### config.mk
export PLATFORM = sky130hd
export DESIGN_NAME = sch_ctrl
export DESIGN_NICKNAME = d
export VERILOG_FILES = /design/src/design/sch_pkg.sv /design/src/design/sch_ctrl.sv
export SDC_FILE = /design/constraint.sdc
export NUM_CORES = 1
export LEC_CHECK = 0
export BUFFER_PORTS_ARGS = -buffer_cell sky130_fd_sc_hd__buf_2
export CAP_MARGIN = 20
export CORE_AREA = 4 4 41 43
export DETAILED_ROUTE_END_ITERATION = 12
export DIE_AREA = 0 0 45 47
export MAX_ROUTING_LAYER = met4
export SLEW_MARGIN = 30
export SYNTH_ARGS = -nofsm -noshare
export SYNTH_HDL_FRONTEND = slang
export SYNTH_SLANG_ARGS = --single-unit
### constraint.sdc
create_clock -name clk -period 1.15 [get_ports clk]
set_input_delay 0 -clock clk [delete_from_list [all_inputs] [get_ports clk]]
set_output_delay 0 -clock clk [all_outputs]
set_load 0.005 [all_outputs]
### src/design/sch_pkg.sv
// Package for the sparse cumulative height index core.
// Holds sizes, request and status codes, and controller/datapath link types.
// No dependencies.
package sch_pkg;

    localparam int ENTRIES = 1024;
    localparam int IDX_W   = $clog2(ENTRIES);
    localparam int CNT_W   = $clog2(ENTRIES + 1);

    localparam logic [1:0] REQ_PUSH  = 2'd0;
    localparam logic [1:0] REQ_POP   = 2'd1;
    localparam logic [1:0] REQ_TRUNC = 2'd2;
    localparam logic [1:0] REQ_QUERY = 2'd3;

    localparam logic [1:0] ST_OK    = 2'd0;
    localparam logic [1:0] ST_EMPTY = 2'd1;
    localparam logic [1:0] ST_SUM   = 2'd2;
    localparam logic [1:0] ST_FULL  = 2'd3;

    typedef struct packed {
        logic [31:0] height;
        logic [62:0] amt;
        logic [63:0] intr;
    } entry_t;

    // commands from controller to datapath
    typedef struct packed {
        logic take;
        logic decide;
        logic srch_rd;
        logic srch_step;
        logic trunc_commit;
        logic load_rd;
        logic load_cap;
        logic out_load;
    } cmd_t;

    // status from datapath to controller
    typedef struct packed {
        logic [1:0] req_type;
        logic       pop_empty;
        logic       trunc_hit;
        logic       query_empty;
        logic       srch_done;
        logic       out_free;
    } sts_t;

endpackage

### src/design/sch_ctrl.sv
// Controller state machine for the height index core.
// Depends on sch_pkg for the command and status types.
module sch_ctrl (
    input  logic          clk,
    input  logic          rst_n,
    input  logic          req_valid,
    output logic          req_ready,
    input  sch_pkg::sts_t sts,
    output sch_pkg::cmd_t cmd
);
    import sch_pkg::*;

    localparam logic [2:0] S_IDLE     = 3'd0;
    localparam logic [2:0] S_DECIDE   = 3'd1;
    localparam logic [2:0] S_SRCH     = 3'd2;
    localparam logic [2:0] S_SRCH_CMP = 3'd3;
    localparam logic [2:0] S_LOAD     = 3'd4;
    localparam logic [2:0] S_LOAD_CAP = 3'd5;
    localparam logic [2:0] S_FINISH   = 3'd6;

    logic [2:0] state_reg, state_next;

    // state register
    always_ff @(posedge clk or negedge rst_n)
    begin
        if (!rst_n)
        begin
            state_reg <= S_IDLE;
        end
        else
        begin
            state_reg <= state_next;
        end
    end

    assign req_ready = (state_reg == S_IDLE);

    // next state and commands
    always_comb
    begin
        state_next = state_reg;
        cmd        = '0;
        case (state_reg)
            S_IDLE:
            begin
                if (req_valid)
                begin
                    cmd.take   = 1'b1;
                    state_next = S_DECIDE;
                end
            end
            S_DECIDE:
            begin
                cmd.decide = 1'b1;
                case (sts.req_type)
                    REQ_PUSH:  state_next = S_FINISH;
                    REQ_POP:   state_next = sts.pop_empty ? S_FINISH : S_LOAD;
                    REQ_TRUNC: state_next = sts.trunc_hit ? S_SRCH : S_FINISH;
                    REQ_QUERY: state_next = sts.query_empty ? S_FINISH : S_SRCH;
                    default:   state_next = S_FINISH;
                endcase
            end
            S_SRCH:
            begin
                if (sts.srch_done)
                begin
                    cmd.trunc_commit = (sts.req_type == REQ_TRUNC);
                    state_next       = S_LOAD;
                end
                else
                begin
                    cmd.srch_rd = 1'b1;
                    state_next  = S_SRCH_CMP;
                end
            end
            S_SRCH_CMP:
            begin
                cmd.srch_step = 1'b1;
                state_next    = S_SRCH;
            end
            S_LOAD:
            begin
                cmd.load_rd = 1'b1;
                state_next  = S_LOAD_CAP;
            end
            S_LOAD_CAP:
            begin
                cmd.load_cap = 1'b1;
                state_next   = S_FINISH;
            end
            S_FINISH:
            begin
                if (sts.out_free)
                begin
                    cmd.out_load = 1'b1;
                    state_next   = S_IDLE;
                end
            end
            default:
            begin
                state_next = S_IDLE;
            end
        endcase
    end

endmodule

==> qor.yml <==
outcome:
  status: "complete, but fails checks"
  violations: "negative setup slack"
sta:
  min_period_ps: 1180
  setup_slack_ps: -33.6
  finalHoldViolCount: 0
  worst_slew_pin_slew_ps: 228
  relSlewSlack: 0.848
  rsz0062_at_grt: "yes"
  period_share: 1.03
  slew_violations: 0
  fin_skew_ps: 2.99
  max_freq_ghz: 0.845
  fin_tns_setup_ps: -94.6
  holdWs_ps: 89.9
  setup_viol: 4
detailed_routing:
  drtAntennaViolNets: 0
  wl_per_cell_um: 11.4
  vias_per_cell: 4.61
  via_count: 350
  routed_wl_um: 868
  drc: 0
  firstDrtPassIters: 3
  drt-initial-drc-count: 3
logic_synthesis:
  syn_area_per_cell_um2: 8.61
  synthesis.nets: 43
  synth_edf_count: 0
  synthFlopType: "dfrtp_1"
  synthArstFlopShare: 1.00
  netlist_area_um2: 284
  synth_common_cells: "nor2b_1 (5), dfrtp_1 (3), nor2_1 (3)"
  yosys.area.top_type_share: 0.264
  ys_seq_area_frac: 0.264
  yosysTopAreaCell: "dfrtp_1"
  synthTopCellsByArea: "dfrtp_1 (26%), nor2b_1 (11%), buf_6 (7.9%)"
  synth.distinct_cells: 20
  yosysMostFrequentCell: "nor2b_1"
  ys_ff_latch: 3
  synthCells: 33
  yosysWarningCount: 0
place:
  dp.cells: 65
  place_congestion: 0.805
  hpwl_um: 613
  port_buffers: 18
global_route:
  grt_usage: 0.109
  gr-total-overflow: 0
  grt_pass1_vias: 352
  grt_max_degree: 10
  antenna_found_initial: 0
  grt_pass1_wl_um: 1490
worst_setup_path:
  crit_arrival_ps: 1180
  rr_worst_depth: 3
  critPathBufInv: 1
  r2r_start: "state_reg[2]"
  cpLargestDelayFamily: "simple AND/OR/NAND/NOR gates"
  worstPathMaxFanout: 5
  setup.worst_path.class: "reg2out"
  slowest_stage: "dfrtp_2"
  crit_path_start_kind: "flip-flop"
  critPathCaptureType: "output pin"
  slowest_delay_ps: 390
  rrSetupSlack_ps: 70
  r2r-end: "state_reg[1]"
  cp.required_ps: 1150
  path_cells: "nand2_1, nor3_4, and3b_1, buf_2"
clock_network:
  worstSkewPairLatency_ps: 240
  clk_path_buf_depth: 2
  cts_inserted_buffers: 3
  clkSinkCount: 3
  clkTransAtPathRegs_ps: 40
  htreeDepth: 1
  clockRootBuffer: "clkbuf_4"
  cts_tree: "built"
floorplanning:
  start_util: 0.218
  rows: 13
  die_y_um: 47
  die_width_um: 45
  ioPinCount: 19
  dieArea_um2: 2120
  core_um2: 1300
worst_hold_path:
  min_path_type: "in2async"
cells_and_area:
  largest_reg_flops: 3
  antenna_cells: 0
  fin_nets: 72
  fill_cells: 148
  area_delta_synth_final_pct: 73.1
  final_cell_count_no_fill: 76
  drive_above_1_share: 0.590
pwr:
  ir_worst_vdd_uv: 847
  leakage_uw: 0.000244
  p_total_uw: 1180
  powerDensity_nw_per_um2: 2410
job:
  maxCapViolCount: 0
==> where the power goes <==
group / switching [uW] / internal (uW)
registers: 88.7 / 167
clock network: 62.6 / 131
logic: 322 / 413
total: 473 / 711
==> cell families after synthesis <==
| logic type | count (synthesis) | share of synthesized area |
|---|---|---|
| buffers and inverters | 3 | 0.0969 |
| AOI/OAI and AO/OA | 6 | 0.159 |
| DFF | 3 | 0.264 |
| and+or+nand+nor | 21 | 0.480 |
==> layout make-up <==
type | instances | area (um^2) | share of cell area
Multi-Input combinational cell | 27 | 205 | 0.417
Timing Repair Buffer | 27 | 164 | 0.333
Sequential cell | 3 | 77.6 | 0.158
Clock buffer | 4 | 26.3 | 0.0534
Tap cell | 15 | 18.8 | 0.0382
==> routing by layer <==
layer  GRT usage  part of all wire  vias up  wire [um]
li1            -                 -      172          -
met1       0.112              0.42      159        363
met2       0.141              0.48       15        419
met3      0.0421             0.061        4         53
met4       0.135             0.036        0         31
met5           -                 0        -          0
==> how the worst max path moves through the flow <==
stage / from / end / depth (start not counted)
finish: state_reg[1] / cmd[3] / 4
global route: state_reg[0] / cmd[7] / 4
CTS: state_reg[0] / cmd[7] / 4
detailed placement: state_reg[1] / state_reg[1] / 3
global placement: state_reg[2] / state_reg[2] / 2
floorplan: state_reg[1] / state_reg[1] / 3
==> timing repair <==
item | CTS | global route
endpoints found under the setup margin | 7 | 9
hold buffers | 1 | 0
buffers inserted | 5 | 1
hold endpoints to repair | 3 | 0
resized for setup | 4 | 7
pin swaps | 2 | 1
==> stage by stage <==
stage	util	setup slack, ps	area [um^2]
2_1_floorplan	-	163	284
3_3_place_gp	0.292	102	380
3_5_place_dp	0.292	86.9	380
4_1_cts	0.359	-48.1	467
5_1_grt	0.378	-96.7	492
6_report	0.378	-33.6	492
==> cells in the final DEF (no fill, tap or decap) <==
master / count
buf_2: 18
buf_4: 7
nor2b_1: 5
nor2_1: 3
clkbuf_4: 3
nor3_4: 2
nand2_1: 2
and2_1: 2
nor3b_1: 2
o21ai_1: 2
dfrtp_2: 2
nand2b_1: 1
nor3_2: 1
and3b_1: 1
and4b_1: 1
o21ai_2: 1
a221o_1: 1
nor4b_2: 1
o31ai_1: 1
o22a_1: 1
clkbuf_1: 1
dlygate4sd3_1: 1
buf_6: 1
dfrtp_1: 1
(Power assumes the default switching activity.)
